## config.mk

```make
export PLATFORM = sky130hd
export DESIGN_NAME = escaped_grouped_tokenizer
export DESIGN_NICKNAME = d
export VERILOG_FILES = /design/src/hdl/egt_pkg.sv /design/src/hdl/egt_match.sv /design/src/hdl/escaped_grouped_tokenizer.sv
export SDC_FILE = /design/constraint.sdc
export NUM_CORES = 1
export LEC_CHECK = 0
export ABC_AREA = 1
export ABC_CLOCK_PERIOD_IN_PS = 2800
export BUFFER_PORTS_ARGS = -buffer_cell sky130_fd_sc_hd__buf_2
export CAP_MARGIN = 25
export CORE_ASPECT_RATIO = 0.9
export CORE_MARGIN = 5
export CORE_UTILIZATION = 30
export CTS_CLUSTER_SIZE = 10
export DETAILED_ROUTE_END_ITERATION = 16
export PLACE_DENSITY = 0.51
export SETUP_SLACK_MARGIN = 0.2
export SYNTH_ARGS = -nofsm -noshare
export SYNTH_HDL_FRONTEND = slang
export SYNTH_HIERARCHICAL = 1
export SYNTH_SLANG_ARGS = --single-unit
```

## constraint.sdc

```tcl
create_clock -name aclk -period 2.8 [get_ports aclk]
set_input_delay 0.28 -clock aclk [delete_from_list [all_inputs] [get_ports aclk]]
set_output_delay 0.28 -clock aclk [all_outputs]
set_load 0.01 [all_outputs]
```

## src/hdl/egt_pkg.sv

```systemverilog
// ----------------------------------------------------------------------------
// egt_pkg
// Shared types and constants for the escaped grouped tokenizer.
// ----------------------------------------------------------------------------
package egt_pkg;

    localparam int DEF_MAX_DIVIDERS = 4;
    localparam int DEF_MAX_GROUPS   = 4;

    // The packed registers hold four byte lanes each.
    localparam int PACK_LANES = 4;
    localparam int BYTE_W     = 8;
    localparam int COUNT_W    = 3;
    localparam int PACK_W     = PACK_LANES * BYTE_W;
    localparam int CFG_IDX_W  = 3;

    localparam logic [PACK_W-1:0]  RST_DIVIDER_BYTES     = 32'h000A_0920;
    localparam logic [COUNT_W-1:0] RST_DIVIDER_COUNT     = 3'd3;
    localparam logic [PACK_W-1:0]  RST_GROUP_OPEN_BYTES  = '0;
    localparam logic [PACK_W-1:0]  RST_GROUP_CLOSE_BYTES = '0;
    localparam logic [COUNT_W-1:0] RST_GROUP_COUNT       = 3'd0;
    localparam logic [BYTE_W-1:0]  RST_ESCAPE_BYTE       = 8'h5C;

    typedef enum logic [CFG_IDX_W-1:0] {
        CFG_DIVIDER_BYTES     = 3'd0,
        CFG_DIVIDER_COUNT     = 3'd1,
        CFG_GROUP_OPEN_BYTES  = 3'd2,
        CFG_GROUP_CLOSE_BYTES = 3'd3,
        CFG_GROUP_COUNT       = 3'd4,
        CFG_ESCAPE_BYTE       = 3'd5
    } cfg_index_t;

    typedef enum logic [1:0] {
        MODE_SKIP  = 2'd0,
        MODE_TOKEN = 2'd1,
        MODE_GROUP = 2'd2
    } scan_mode_t;

    typedef enum logic [1:0] {
        KIND_BYTE    = 2'd0,
        KIND_DIVIDER = 2'd1,
        KIND_END     = 2'd2
    } out_kind_t;

    typedef struct packed {
        logic [PACK_W-1:0]  divider_bytes;
        logic [COUNT_W-1:0] divider_count;
        logic [PACK_W-1:0]  group_open_bytes;
        logic [PACK_W-1:0]  group_close_bytes;
        logic [COUNT_W-1:0] group_count;
        logic [BYTE_W-1:0]  escape_byte;
    } tok_cfg_t;

    typedef struct packed {
        logic              divider_hit;
        logic              group_hit;
        logic [BYTE_W-1:0] close_byte;
    } byte_match_t;

endpackage

```

## src/hdl/egt_match.sv

```systemverilog
// ----------------------------------------------------------------------------
// egt_match
// Compares one byte against the active divider and group-open lanes.
// ----------------------------------------------------------------------------
module egt_match #(
    parameter int MAX_DIVIDERS = egt_pkg::DEF_MAX_DIVIDERS,
    parameter int MAX_GROUPS   = egt_pkg::DEF_MAX_GROUPS
) (
    input  logic [egt_pkg::BYTE_W-1:0] in_byte,
    input  egt_pkg::tok_cfg_t          cfg,
    output egt_pkg::byte_match_t       match
);
    import egt_pkg::*;

    localparam int DIV_LANES = (MAX_DIVIDERS < PACK_LANES) ? MAX_DIVIDERS : PACK_LANES;
    localparam int GRP_LANES = (MAX_GROUPS < PACK_LANES) ? MAX_GROUPS : PACK_LANES;
    localparam logic [COUNT_W-1:0] DIV_CAP = COUNT_W'(DIV_LANES);
    localparam logic [COUNT_W-1:0] GRP_CAP = COUNT_W'(GRP_LANES);

    logic [COUNT_W-1:0] div_n;
    logic [COUNT_W-1:0] grp_n;

    assign div_n = (cfg.divider_count > DIV_CAP) ? DIV_CAP : cfg.divider_count;
    assign grp_n = (cfg.group_count > GRP_CAP) ? GRP_CAP : cfg.group_count;

    always_comb begin
        match = '0;
        for (int i = 0; i < DIV_LANES; i++) begin
            if ((COUNT_W'(i) < div_n) &&
                (cfg.divider_bytes[i*BYTE_W +: BYTE_W] == in_byte)) begin
                match.divider_hit = 1'b1;
            end
        end
        // Walk downward so that the lowest matching position wins.
        for (int i = GRP_LANES - 1; i >= 0; i--) begin
            if ((COUNT_W'(i) < grp_n) &&
                (cfg.group_open_bytes[i*BYTE_W +: BYTE_W] == in_byte)) begin
                match.group_hit  = 1'b1;
                match.close_byte = cfg.group_close_bytes[i*BYTE_W +: BYTE_W];
            end
        end
    end

endmodule

```

## src/hdl/escaped_grouped_tokenizer.sv

```systemverilog
// ----------------------------------------------------------------------------
// escaped_grouped_tokenizer
// Splits a byte stream into tokens with dividers, an escape byte and
// quoted groups.
// ----------------------------------------------------------------------------
// Each input request carries one byte on s_tdata, or an end-of-stream mark
// on s_tuser. Each output request carries a token byte, the divider that
// ended a token, or an end-of-stream mark, with its kind on m_tuser.
// Skipped dividers, escape bytes and group bytes produce no output.
// An accepted byte lands in an input register; the tokenizer state and the
// result register are then updated from it once the output side can advance.
// One request is taken every cycle while the output side keeps up; the rate
// is set by the single compare-and-update stage between the two registers.
// When the receiver stalls, the result register holds and the input stops
// taking requests once its register is full. The configuration channel is
// always ready and must only be written while the block is idle.
// Reset clears both registers' valid flags, the scan state and restores
// the default dividers (space, tab, newline) and escape byte (backslash).
// ----------------------------------------------------------------------------
module escaped_grouped_tokenizer #(
    parameter int MAX_DIVIDERS = egt_pkg::DEF_MAX_DIVIDERS,
    parameter int MAX_GROUPS   = egt_pkg::DEF_MAX_GROUPS
) (
    input  logic                          aclk,
    input  logic                          aresetn,
    input  logic                          s_tvalid,
    output logic                          s_tready,
    input  logic [7:0]                    s_tdata,   // [7:0] in_byte
    input  logic [0:0]                    s_tuser,   // [0] stream_end
    output logic                          m_tvalid,
    input  logic                          m_tready,
    output logic [7:0]                    m_tdata,   // [7:0] out_byte
    output logic [1:0]                    m_tuser,   // [1:0] out_kind
    input  logic                          cfg_valid,
    output logic                          cfg_ready,
    input  logic [egt_pkg::CFG_IDX_W-1:0] cfg_index,
    input  logic [egt_pkg::PACK_W-1:0]    cfg_data
);
    import egt_pkg::*;

    tok_cfg_t          cfg_reg;
    logic              in_valid_reg;
    logic [BYTE_W-1:0] in_byte_reg;
    logic              in_end_reg;
    scan_mode_t        mode_reg, mode_next;
    logic              esc_reg, esc_next;
    logic [BYTE_W-1:0] close_reg, close_next;
    logic              out_valid_reg;
    logic [BYTE_W-1:0] out_byte_reg, out_byte_next;
    out_kind_t         out_kind_reg, out_kind_next;
    logic              emit;
    logic              advance;
    logic              step;
    byte_match_t       match;

    egt_match #(
        .MAX_DIVIDERS(MAX_DIVIDERS),
        .MAX_GROUPS  (MAX_GROUPS)
    ) u_match (
        .in_byte(in_byte_reg),
        .cfg    (cfg_reg),
        .match  (match)
    );

    assign cfg_ready = 1'b1;
    assign advance   = !out_valid_reg || m_tready;
    assign step      = in_valid_reg && advance;
    assign s_tready  = !in_valid_reg || advance;
    assign m_tvalid  = out_valid_reg;
    assign m_tdata   = out_byte_reg;
    assign m_tuser   = out_kind_reg;

    always_ff @(posedge aclk) begin
        if (!aresetn) begin
            cfg_reg.divider_bytes     <= RST_DIVIDER_BYTES;
            cfg_reg.divider_count     <= RST_DIVIDER_COUNT;
            cfg_reg.group_open_bytes  <= RST_GROUP_OPEN_BYTES;
            cfg_reg.group_close_bytes <= RST_GROUP_CLOSE_BYTES;
            cfg_reg.group_count       <= RST_GROUP_COUNT;
            cfg_reg.escape_byte       <= RST_ESCAPE_BYTE;
        end else if (cfg_valid) begin
            unique case (cfg_index)
                CFG_DIVIDER_BYTES:     cfg_reg.divider_bytes     <= cfg_data;
                CFG_DIVIDER_COUNT:     cfg_reg.divider_count     <= cfg_data[COUNT_W-1:0];
                CFG_GROUP_OPEN_BYTES:  cfg_reg.group_open_bytes  <= cfg_data;
                CFG_GROUP_CLOSE_BYTES: cfg_reg.group_close_bytes <= cfg_data;
                CFG_GROUP_COUNT:       cfg_reg.group_count       <= cfg_data[COUNT_W-1:0];
                CFG_ESCAPE_BYTE:       cfg_reg.escape_byte       <= cfg_data[BYTE_W-1:0];
                default: begin
                end
            endcase
        end
    end

    always_ff @(posedge aclk) begin
        if (!aresetn) begin
            in_valid_reg <= 1'b0;
        end else if (s_tready) begin
            in_valid_reg <= s_tvalid;
        end
    end

    always_ff @(posedge aclk) begin
        if (s_tvalid && s_tready) begin
            in_byte_reg <= s_tdata;
            in_end_reg  <= s_tuser[0];
        end
    end

    always_ff @(posedge aclk) begin
        if (!aresetn) begin
            mode_reg  <= MODE_SKIP;
            esc_reg   <= 1'b0;
            close_reg <= '0;
        end else if (step) begin
            mode_reg  <= mode_next;
            esc_reg   <= esc_next;
            close_reg <= close_next;
        end
    end

    always_ff @(posedge aclk) begin
        if (!aresetn) begin
            out_valid_reg <= 1'b0;
        end else if (advance) begin
            out_valid_reg <= step && emit;
        end
    end

    always_ff @(posedge aclk) begin
        if (step && emit) begin
            out_byte_reg <= out_byte_next;
            out_kind_reg <= out_kind_next;
        end
    end

    always_comb begin
        logic esc_eff;
        logic tok;
        mode_next     = mode_reg;
        esc_next      = esc_reg;
        close_next    = close_reg;
        emit          = 1'b0;
        out_byte_next = in_byte_reg;
        out_kind_next = KIND_BYTE;
        esc_eff       = esc_reg;
        tok           = 1'b0;
        if (in_end_reg) begin
            emit          = 1'b1;
            out_byte_next = '0;
            out_kind_next = KIND_END;
            mode_next     = MODE_SKIP;
            esc_next      = 1'b0;
            close_next    = '0;
        end else begin
            unique case (mode_reg)
                MODE_GROUP: begin
                    if (esc_reg) begin
                        esc_next = 1'b0;
                        emit     = 1'b1;
                    end else if (in_byte_reg == cfg_reg.escape_byte) begin
                        esc_next = 1'b1;
                    end else if (in_byte_reg == close_reg) begin
                        mode_next = MODE_TOKEN;
                    end else begin
                        emit = 1'b1;
                    end
                end
                MODE_TOKEN: begin
                    tok = 1'b1;
                end
                default: begin
                    if (!match.divider_hit) begin
                        mode_next = MODE_TOKEN;
                        esc_eff   = 1'b0;
                        tok       = 1'b1;
                    end
                end
            endcase
            if (tok) begin
                if (esc_eff) begin
                    esc_next = 1'b0;
                    emit     = 1'b1;
                end else if (in_byte_reg == cfg_reg.escape_byte) begin
                    esc_next = 1'b1;
                end else if (match.divider_hit) begin
                    mode_next     = MODE_SKIP;
                    esc_next      = 1'b0;
                    emit          = 1'b1;
                    out_kind_next = KIND_DIVIDER;
                end else if (match.group_hit) begin
                    mode_next  = MODE_GROUP;
                    esc_next   = 1'b0;
                    close_next = match.close_byte;
                end else begin
                    esc_next = 1'b0;
                    emit     = 1'b1;
                end
            end
        end
    end

endmodule
```

Word level (Yosys, flattened, before mapping)
Index checks and enable logic that the tools add are counted.
{"block": "classes", "magnitude_cmp": 10, "n_eq_ne": 20, "muxes": 50, "n_bitwise": 1, "n_reduce_logical": 29}
{"operator": "8-bit equality test", "n": 10}
{"operator": "8-bit two-way mux", "n": 6}
{"operator": "9-bit two-way mux", "n": 4}
{"operator": "1-bit two-way mux", "n": 26}
{"operator": "2-bit two-way mux", "n": 10}
{"operator": "2-bit AND reduction", "n": 7}
{"operator": "1-bit by 3-bit less-than comparator with 1-bit output, first input constant", "n": 4}
{"operator": "2-bit by 3-bit less-than comparator with 1-bit output, first input constant", "n": 4}
{"operator": "1-bit logical AND", "n": 11}
{"operator": "3-bit by 2-bit equality test with 1-bit output, second input constant", "n": 2}
{"operator": "3-bit equality test, second input constant", "n": 2}
{"operator": "3-bit greater-than comparator, second input constant", "n": 2}
{"operator": "3-bit two-way mux", "n": 2}
{"operator": "2-bit inequality test, second input constant", "n": 3}
{"operator": "6-bit AND reduction", "n": 1}
{"operator": "2-bit case mux with 2 select lines", "n": 1}
{"operator": "2-bit nonzero test", "n": 2}
{"operator": "4-bit OR reduction", "n": 1}
{"operator": "3-bit by 1-bit equality test with 1-bit output, second input constant", "n": 1}
{"operator": "3-bit zero test", "n": 1}
{"operator": "3-bit nonzero test", "n": 1}
{"operator": "2-bit by 1-bit equality test with 1-bit output, second input constant", "n": 1}
{"operator": "2-bit equality test, second input constant", "n": 1}
{"operator": "1-bit zero test", "n": 2}
{"operator": "4 further kinds", "n": 5}
{"block": "word_totals", "ff_bits": 142, "in_bits": 49, "out_inout_bits": 13}

Logic depth before layout (Yosys ltp)
Gate-level depths: netlist of the first run.
{"block": "logic_depth", "word_depth": 16, "depth_mapped": 19, "ltp_nobuf": 18}

Cells and area by module
Netlist of the first run, hierarchy kept.
{"module": "escaped_grouped_tokenizer", "n_inst": 1, "cells_each": 701, "area_each_um2": 5422.7}
{"module": "egt_match", "n_inst": 1, "cells_each": 328, "area_each_um2": 1681.6}

Worst setup path after synthesis of the first run
Ideal clock, no wire load.
{"block": "synth_path", "kind": "register to register", "start": "reg in_byte_reg[5]", "end": "reg out_byte_reg[0], in the netlist m_tdata[0], enable pin", "setup_ps": 334, "arrival_time_ps": 1981, "t_required_ps": 2466, "slack_ps": 485, "path_stages_with_launch": 18, "path_buffers": 1, "period_less_slack_ps": 2315, "cell_sequence": "edfxtp_1 -> buf_4 -> inv_2 -> nand2_1 -> nand2_1 -> inv_1 -> nand3_1 -> nor2_8 -> nand2_4 -> and2_4 -> nand3b_1 -> nand2_1 -> nand2_1 -> nand2_1 -> nand2_1 -> nand2_1 -> nand2_1 -> inv_1"}
{"item": "start: declaration", "line": "escaped_grouped_tokenizer.sv:43", "source": "logic [BYTE_W-1:0] in_byte_reg;"}
{"item": "start signal: assignment", "line": "escaped_grouped_tokenizer.sv:105", "source": "in_byte_reg <= s_tdata;"}
{"item": "end signal: assignment", "line": "escaped_grouped_tokenizer.sv:132", "source": "out_byte_reg <= out_byte_next;"}
{"item": "end: declaration", "line": "escaped_grouped_tokenizer.sv:49", "source": "logic [BYTE_W-1:0] out_byte_reg, out_byte_next;"}

==> results of run 1 <==
## power groups by stage
stage / combinational [mW] / clock (mW) / sequential, mW
6_report: 0.466 / 2.14 / 2.20
5_1_grt: 0.517 / 2.27 / 2.21
4_1_cts: 0.460 / 2.18 / 2.20
3_5_place_dp: 0.446 / 0 / 2.25
3_3_place_gp: 0.445 / 0 / 2.25
2_1_floorplan: 0.282 / 0 / 2.23
## layout by cell type (no fill, tap or decap), types with 20 or more instances in the layout
cell type,count
nand2_1,212
o21ai_0,111
buf_2,60
buf_4,27
nand3_1,44
nor2_1,256
dfxtp_1,123
xnor2_1,20
inv_1,86
a21oi_1,27
## kinds of logic after synthesis
| family | synth area share, % |
|---|---|
| fa+ha+maj | 0.528 |
| flops | 42.7 |
| simple gates | 33.1 |
| compound gates | 11.2 |
| other cells | 0.0528 |
| xor+xnor | 3.70 |
| buf+inv | 8.74 |
## final cells by class
class / instances / area [sq um] / area share (%)
multi-input combinational: 742 / 3480 / 41.5
timing repair buffer: 89 / 543 / 6.47
timing repair inverter: 1 / 7.51 / 0.0895
clock buffer: 23 / 489 / 5.83
antenna: 1 / 2.50 / 0.0298
inverter: 102 / 400 / 4.77
sequential: 142 / 3030 / 36.2
tap: 302 / 378 / 4.50
clock inverter: 8 / 56.3 / 0.671
## through the flow
| stage | instance area, sq um | hold slack (ns) | std cells | power (mW) | util [%] |
|---|---|---|---|---|---|
| 5_1_grt | 8390 | 0.0132 | 1410 | 4.99 | 35.9 |
| 3_5_place_dp | 7740 | 0.445 | 1370 | 2.69 | 33.1 |
| 3_3_place_gp | 7740 | 0.453 | 1370 | 2.70 | 33.1 |
| 6_report | 8390 | 0.0284 | 1410 | 4.81 | 35.9 |
| 2_1_floorplan | 7100 | 0.379 | 1029 | 2.51 | - |
| 4_1_cts | 8330 | 0.0150 | 1405 | 4.84 | 35.7 |
## metal layers
layer  share of wire, %  vias to the layer above  global-route usage, %  wire [um]
li1                   -                     3369                      -          -
met1                 50                     3038                   27.0      11900
met2                 42                      188                   25.4      10000
met3                5.8                       30                   3.09       1390
met4                1.8                        0                   5.76        429
met5                  0                        -                      0          0
## how the worst min path moves through the flow
stage / startpoint / endpoint / slack, ns / cells after the start
final: s_tuser / in_end_reg$_DFFE_PP_ / 0.03 / 1
after global placement: cfg_reg[75]$_SDFFE_PN1P_ / cfg_reg[75]$_SDFFE_PN1P_ / 0.45 / 2
after CTS: s_tuser / in_end_reg$_DFFE_PP_ / 0.02 / 1
after floorplan: s_tdata[0] / in_byte_reg[0]$_DFFE_PP_ / 0.38 / 0
after global routing: s_tuser / in_end_reg$_DFFE_PP_ / 0.01 / 1
after detailed placement: cfg_reg[75]$_SDFFE_PN1P_ / cfg_reg[75]$_SDFFE_PN1P_ / 0.45 / 2
## what timing repair did
action	4_1_cts	5_1_grt
setup buffers	3	4
gates cloned	1	0
hold buffers	0	0
gates resized for setup	3	6
pin swaps	0	1
endpoints found under the setup margin	10	18
## synthesized netlist by cell type, drive strengths merged
cell type  number
nor3            4
dfxtp         123
nand3b          2
clkbuf         32
ha              3
nand4           7
nand2         221
o2111ai         1
or2             4
or3             1
nand3          50
o22ai           3
clkinv          1
a31oi           1
edfxtp         19
o21ai         112
nor2          266
xnor2          21
buf            11
a21oi          29
a211oi          4
a22o            1
inv           101
xor2            9
conb            1
and2            1
o211ai          1
==> out/qor.yml, run 1 <==
pwr:
  leakage_nw: 3.83
  p_clk_share_pct: 44.5
  powerDensity_mw_per_mm2: 574
  p_switching_mw: 1.28
  vdd_drop_max_uv: 358
  pwr-share-seq_pct: 45.8
  swShare_pct: 26.6
  internal_power_mw: 3.53
  comb_power_share_pct: 9.7
layout:
  largest_register_ffs: 110
  fin_nets: 1147
  fill_cells: 2553
  drive_gt1_share_pct: 15.3
  syn2layout_area_growth_pct: 18.1
critical_path:
  cp-startpoint: "in_byte_reg[7]$_DFFE_PP_"
  crit_buf_inv: 3
  r2r_cells: 16
  path_cells: "buf_4 > inv_6 > nor2_1 > nor2_1 > nand3_2 > nor2_8 > nand2_4 > and2_4 > nand3b_1 > nand2_1 > nand2_1 > nand2_1 > nand2_1 > nand2_1 > nand2_2 > clkinvlp_4"
  r2r_end: "m_tdata[5]$_SDFFCE_PP0P_"
  cp.arrival_ns: 2.57
  critPathMaxFanout: 9
  startpoint_type: "flop"
  cp_data_required_time_ns: 2.95
  critPathMaxStageDelay_ns: 0.43
  crit_slowest_cell: "edfxtp_1"
  reg2reg_from: "in_byte_reg[7]$_DFFE_PP_"
  r2r_setup_slack_ns: 0.39
  cp_common_cell: "nand2_1"
  cp_top_family: "simple AND/OR/NAND/NOR gates"
  worstSetupPathType: "flop to flop"
  crit_cells: 16
  endpoint_kind: "flop"
  setup.worst_path.end: "m_tdata[5]$_SDFFCE_PP0P_"
placement:
  dp_slack_ns: 0.164
  place_congestion: 0.876
  portBuffers: 60
  dpl.hpwl_um: 17100
route:
  route.detailed.drc: 0
  vias: 6625
  post_drt_via_cell_ratio: 4.70
  firstDrtPassIters: 5
  ant_nets: 0
  wl_per_cell_um: 16.8
  drtIter0Drc: 684
  routed_wirelength_um: 23800
sta:
  fin_tns_setup_ns: 0
  slew_viol_final: 0
  finalSetupViolations: 0
  clock_skew_ns: 0.0147
  setup_slack_ns: 0.387
  worstMarginPinSlew_ns: 0.580
  fmax_mhz: 414
  hold_viol_final: 0
  min_period_ns: 2.41
  rsz0062_at_grt: "no"
  min_period_over_period_pct: 86.2
  max-slew-margin-rel_pct: 61.3
global_routing:
  grt_overflow: 0
  antenna_found_initial: 1
  groute.usage.overall_pct: 17.8
  grt_max_degree: 52
  grt_pass1_wl_um: 36000
  first_global_vias: 5919
yosys:
  synth-seq-cells: 142
  synthDistinctLibCells: 43
  ys_warn_count: 6
  synth_top_cell_area_share_pct: 34.7
  postSynthCellCount: 1029
  synth.largest_area_cell: "dfxtp_1"
  synth.yosys.seq_area_share_pct: 42.7
  syn_nets: 1081
  synthTopCellsByArea: "dfxtp_1 (35%), nor2_1 (14%), nand2_1 (11%), edfxtp_1 (8.0%), o21ai_0 (7.8%)"
  netlist_area_sq_mm: 0.00710
  avgSynthCellArea_sq_um: 6.90
floorplan:
  fp.dieH_um: 156
  pin_count: 62
  coreArea_sq_mm: 0.0233
  die_w_um: 172
  initial_utilization_pct: 30.4
  rows: 53
  dieArea_sq_mm: 0.0269
cts:
  cts_buffers: 17
  clockBufferDepth: 2
  cts_tree: "yes"
  clock_latency_ns: 0.43
  cts_root_buf: "clkbuf_16"
  cts_max_level: 4
  cts.sinks: 142
  clk_pin_slew_ns: 0.06
hold_path:
  min_path_type: "primary input to flop"
run_status:
  status: "finished clean"
run:
  cap_viol_max_count: 0
(Power assumes the default switching activity.)
==> run 2, diff against run 1 <==
--- a/config.mk
+++ b/config.mk
@@ -6,7 +6,7 @@
 export NUM_CORES = 1
 export LEC_CHECK = 0
 export ABC_AREA = 1
-export ABC_CLOCK_PERIOD_IN_PS = 2800
+export ABC_CLOCK_PERIOD_IN_PS = 2500
 export BUFFER_PORTS_ARGS = -buffer_cell sky130_fd_sc_hd__buf_2
 export CAP_MARGIN = 25
 export CORE_ASPECT_RATIO = 0.9
@@ -16,6 +16,7 @@
 export DETAILED_ROUTE_END_ITERATION = 16
 export PLACE_DENSITY = 0.51
 export SETUP_SLACK_MARGIN = 0.2
+export SLEW_MARGIN = 0
 export SYNTH_ARGS = -nofsm -noshare
 export SYNTH_HDL_FRONTEND = slang
 export SYNTH_HIERARCHICAL = 1
==> constraint.sdc (replaced) <==
create_clock -name aclk -period 2.5 [get_ports aclk]
set_input_delay 0.25 -clock aclk [delete_from_list [all_inputs] [get_ports aclk]]
set_output_delay 0.25 -clock aclk [all_outputs]
set_load 0.01 [all_outputs]
==> out/qor.yml, run 2 (synthesized netlist as in run 1, its figures left out) <==
placement:
  place_congestion: 0.901
  dp_slack_ns: -0.0635
  portBuffers: 60
  dpl.hpwl_um: 17000
sta:
  worstMarginPinSlew_ns: 0.641
  rsz0062_at_grt: "yes"
  fmax_mhz: 422
  min_period_ns: 2.37
  min_period_over_period_pct: 94.9
  setup_slack_ns: 0.128
  clock_skew_ns: 0.0131
  hold_viol_final: 0
  slew_viol_final: 0
  max-slew-margin-rel_pct: 57.2
  finalSetupViolations: 0
cts:
  cts_buffers: 17
  cts_max_level: 4
  clock_latency_ns: 0.44
  clk_pin_slew_ns: 0.06
  cts_tree: "yes"
  cts.sinks: 142
  cts_root_buf: "clkbuf_16"
  clockBufferDepth: 2
global_routing:
  grt_max_degree: 50
  antenna_found_initial: 0
  groute.usage.overall_pct: 17.8
  first_global_vias: 6298
  grt_pass1_wl_um: 36800
  grt_overflow: 0
route:
  route.detailed.drc: 0
  post_drt_via_cell_ratio: 4.75
  wl_per_cell_um: 16.5
  drtIter0Drc: 574
  firstDrtPassIters: 5
  routed_wirelength_um: 23500
  vias: 6764
  ant_nets: 0
layout:
  syn2layout_area_growth_pct: 22.5
  fin_nets: 1161
  diodes: 0
  mostFrequentLayoutCells: "nor2_1 (251), nand2_1 (196), dfxtp_1 (123)"
  final_common_cell: "nor2_1"
  largest_register_ffs: 110
  post-route-util_pct: 37.3
  drive_gt1_share_pct: 19.2
floorplan:
  rows: 53
  coreArea_sq_mm: 0.0233
  die_w_um: 172
  pin_count: 62
  dieArea_sq_mm: 0.0269
  fp.dieH_um: 156
  initial_utilization_pct: 30.4
critical_path:
  crit_slowest_cell: "edfxtp_1"
  endpoint_kind: "flop"
  cp_top_family: "simple AND/OR/NAND/NOR gates"
  r2r_cells: 17
  startpoint_type: "flop"
  critPathMaxFanout: 8
  crit_buf_inv: 3
  path_cells: "buf_6 > buf_8 > xnor2_1 > nand3_1 > nor2_1 > nor2_2 > nand2_2 > inv_2 > nand2_2 > nand2_4 > nand2_2 > nor2_4 > nand3_4 > nand2_2 > nand2_4 > nand2_1 > a21oi_2"
  r2r_setup_slack_ns: 0.13
  cp_data_required_time_ns: 2.80
  cp_common_cell: "nand2_2"
  reg2reg_from: "in_byte_reg[3]$_DFFE_PP_"
  r2r_end: "close_reg[7]$_SDFFE_PN0P_"
  critPathMaxStageDelay_ns: 0.51
  worstSetupPathType: "flop to flop"
  cp.arrival_ns: 2.67
pwr:
  leakage_nw: 3.96
  powerDensity_mw_per_mm2: 634
  vdd_drop_max_uv: 438
hold_path:
  hold_end: "in_byte_reg[1]$_DFFE_PP_"
  hold_depth: 1
  min_path_type: "primary input to flop"
  holdCritStartpoint: "s_tdata[1]"
run:
  cap_viol_max_count: 0
run_status:
  status: "finished clean"
-- run 2: cell count changes in the layout (fill, tap and decap cells not counted), moves of 3 or more --
cell,change
nand2_1,-16
nand2_2,+12
inv_6,+7
buf_6,+6
nor2_1,-5
nor2_2,+5
nand2_4,+4
o21ai_0,-4
a21oi_1,-3
buf_4,+3
dlygate4sd3_1,+3
o21ai_2,+3
-- run 2: area by class of cell --
cell class	instances	area, sq um
tap	302	378
timing repair buffer	103	698
clock buffer	18	429
fill	2486	14600
sequential	142	3030
timing repair inverter	1	7.51
multi-input combinational	742	3620
inverter	102	409
clock inverter	14	130
-- run 2: worst register-to-register path: stages, from the launching register on --
cell	delay, ns
edfxtp_1	0.51
buf_6	0.19
buf_8	0.13
xnor2_1	0.13
nand3_1	0.08
nor2_1	0.06
nor2_2	0.11
nand2_2	0.11
inv_2	0.09
nand2_2	0.06
nand2_4	0.08
nand2_2	0.06
nor2_4	0.14
nand3_4	0.13
nand2_2	0.11
nand2_4	0.10
nand2_1	0.10
a21oi_2	0.05
-- run 2: repair_timing --
item | in CTS | in global routing
pin swaps | 23 | 23
endpoints found under the setup margin | 23 | 23
buffers inserted | 6 | 3
resized for setup | 28 | 34
hold buffers | 3 | 0
hold endpoints to repair | 3 | 0
gates cloned | 1 | 0
-- run 2: worst max path at each step --
stage | cells after the start | startpoint | endpoint
finish | 17 | in_byte_reg[3]$_DFFE_PP_ | close_reg[7]$_SDFFE_PN0P_
global route | 19 | in_byte_reg[3]$_DFFE_PP_ | close_reg[0]$_SDFFE_PN0P_
CTS | 17 | in_byte_reg[3]$_DFFE_PP_ | m_tdata[6]$_SDFFCE_PP0P_
detailed placement | 16 | in_byte_reg[3]$_DFFE_PP_ | m_tdata[5]$_SDFFCE_PP0P_
global placement | 16 | in_byte_reg[3]$_DFFE_PP_ | m_tdata[5]$_SDFFCE_PP0P_
floorplan | 17 | in_byte_reg[5]$_DFFE_PP_ | m_tdata[0]$_SDFFCE_PP0P_
-- run 2: power breakdown --
group,internal (mW),switching [mW]
Clock,1.39,1.11
Sequential,2.40,0.0705
Combinational,0.207,0.354
Total,3.99,1.53
-- run 2: per-layer routing --
layer	wire, um	global-route usage [%]
met1	12000	27.2
met2	9700	25.5
met3	1280	2.96
met4	475	5.65
met5	0	0
-- run 2: per-stage QoR --
| step | power (mW) | TNS, ns | hold slack [ns] | cell area, sq um | instances |
|---|---|---|---|---|---|
| final | 5.52 | 0 | 0.0243 | 8710 | 1424 |
| after global routing | 5.73 | -0.0109 | 0.0121 | 8710 | 1424 |
| after CTS | 5.55 | 0 | 0.00880 | 8570 | 1421 |
| after detailed placement | 3.02 | -0.707 | 0.431 | 7820 | 1379 |
| after global placement | 3.02 | -0.0406 | 0.440 | 7820 | 1379 |
| after floorplan | 2.81 | 0 | 0.349 | 7100 | 1029 |
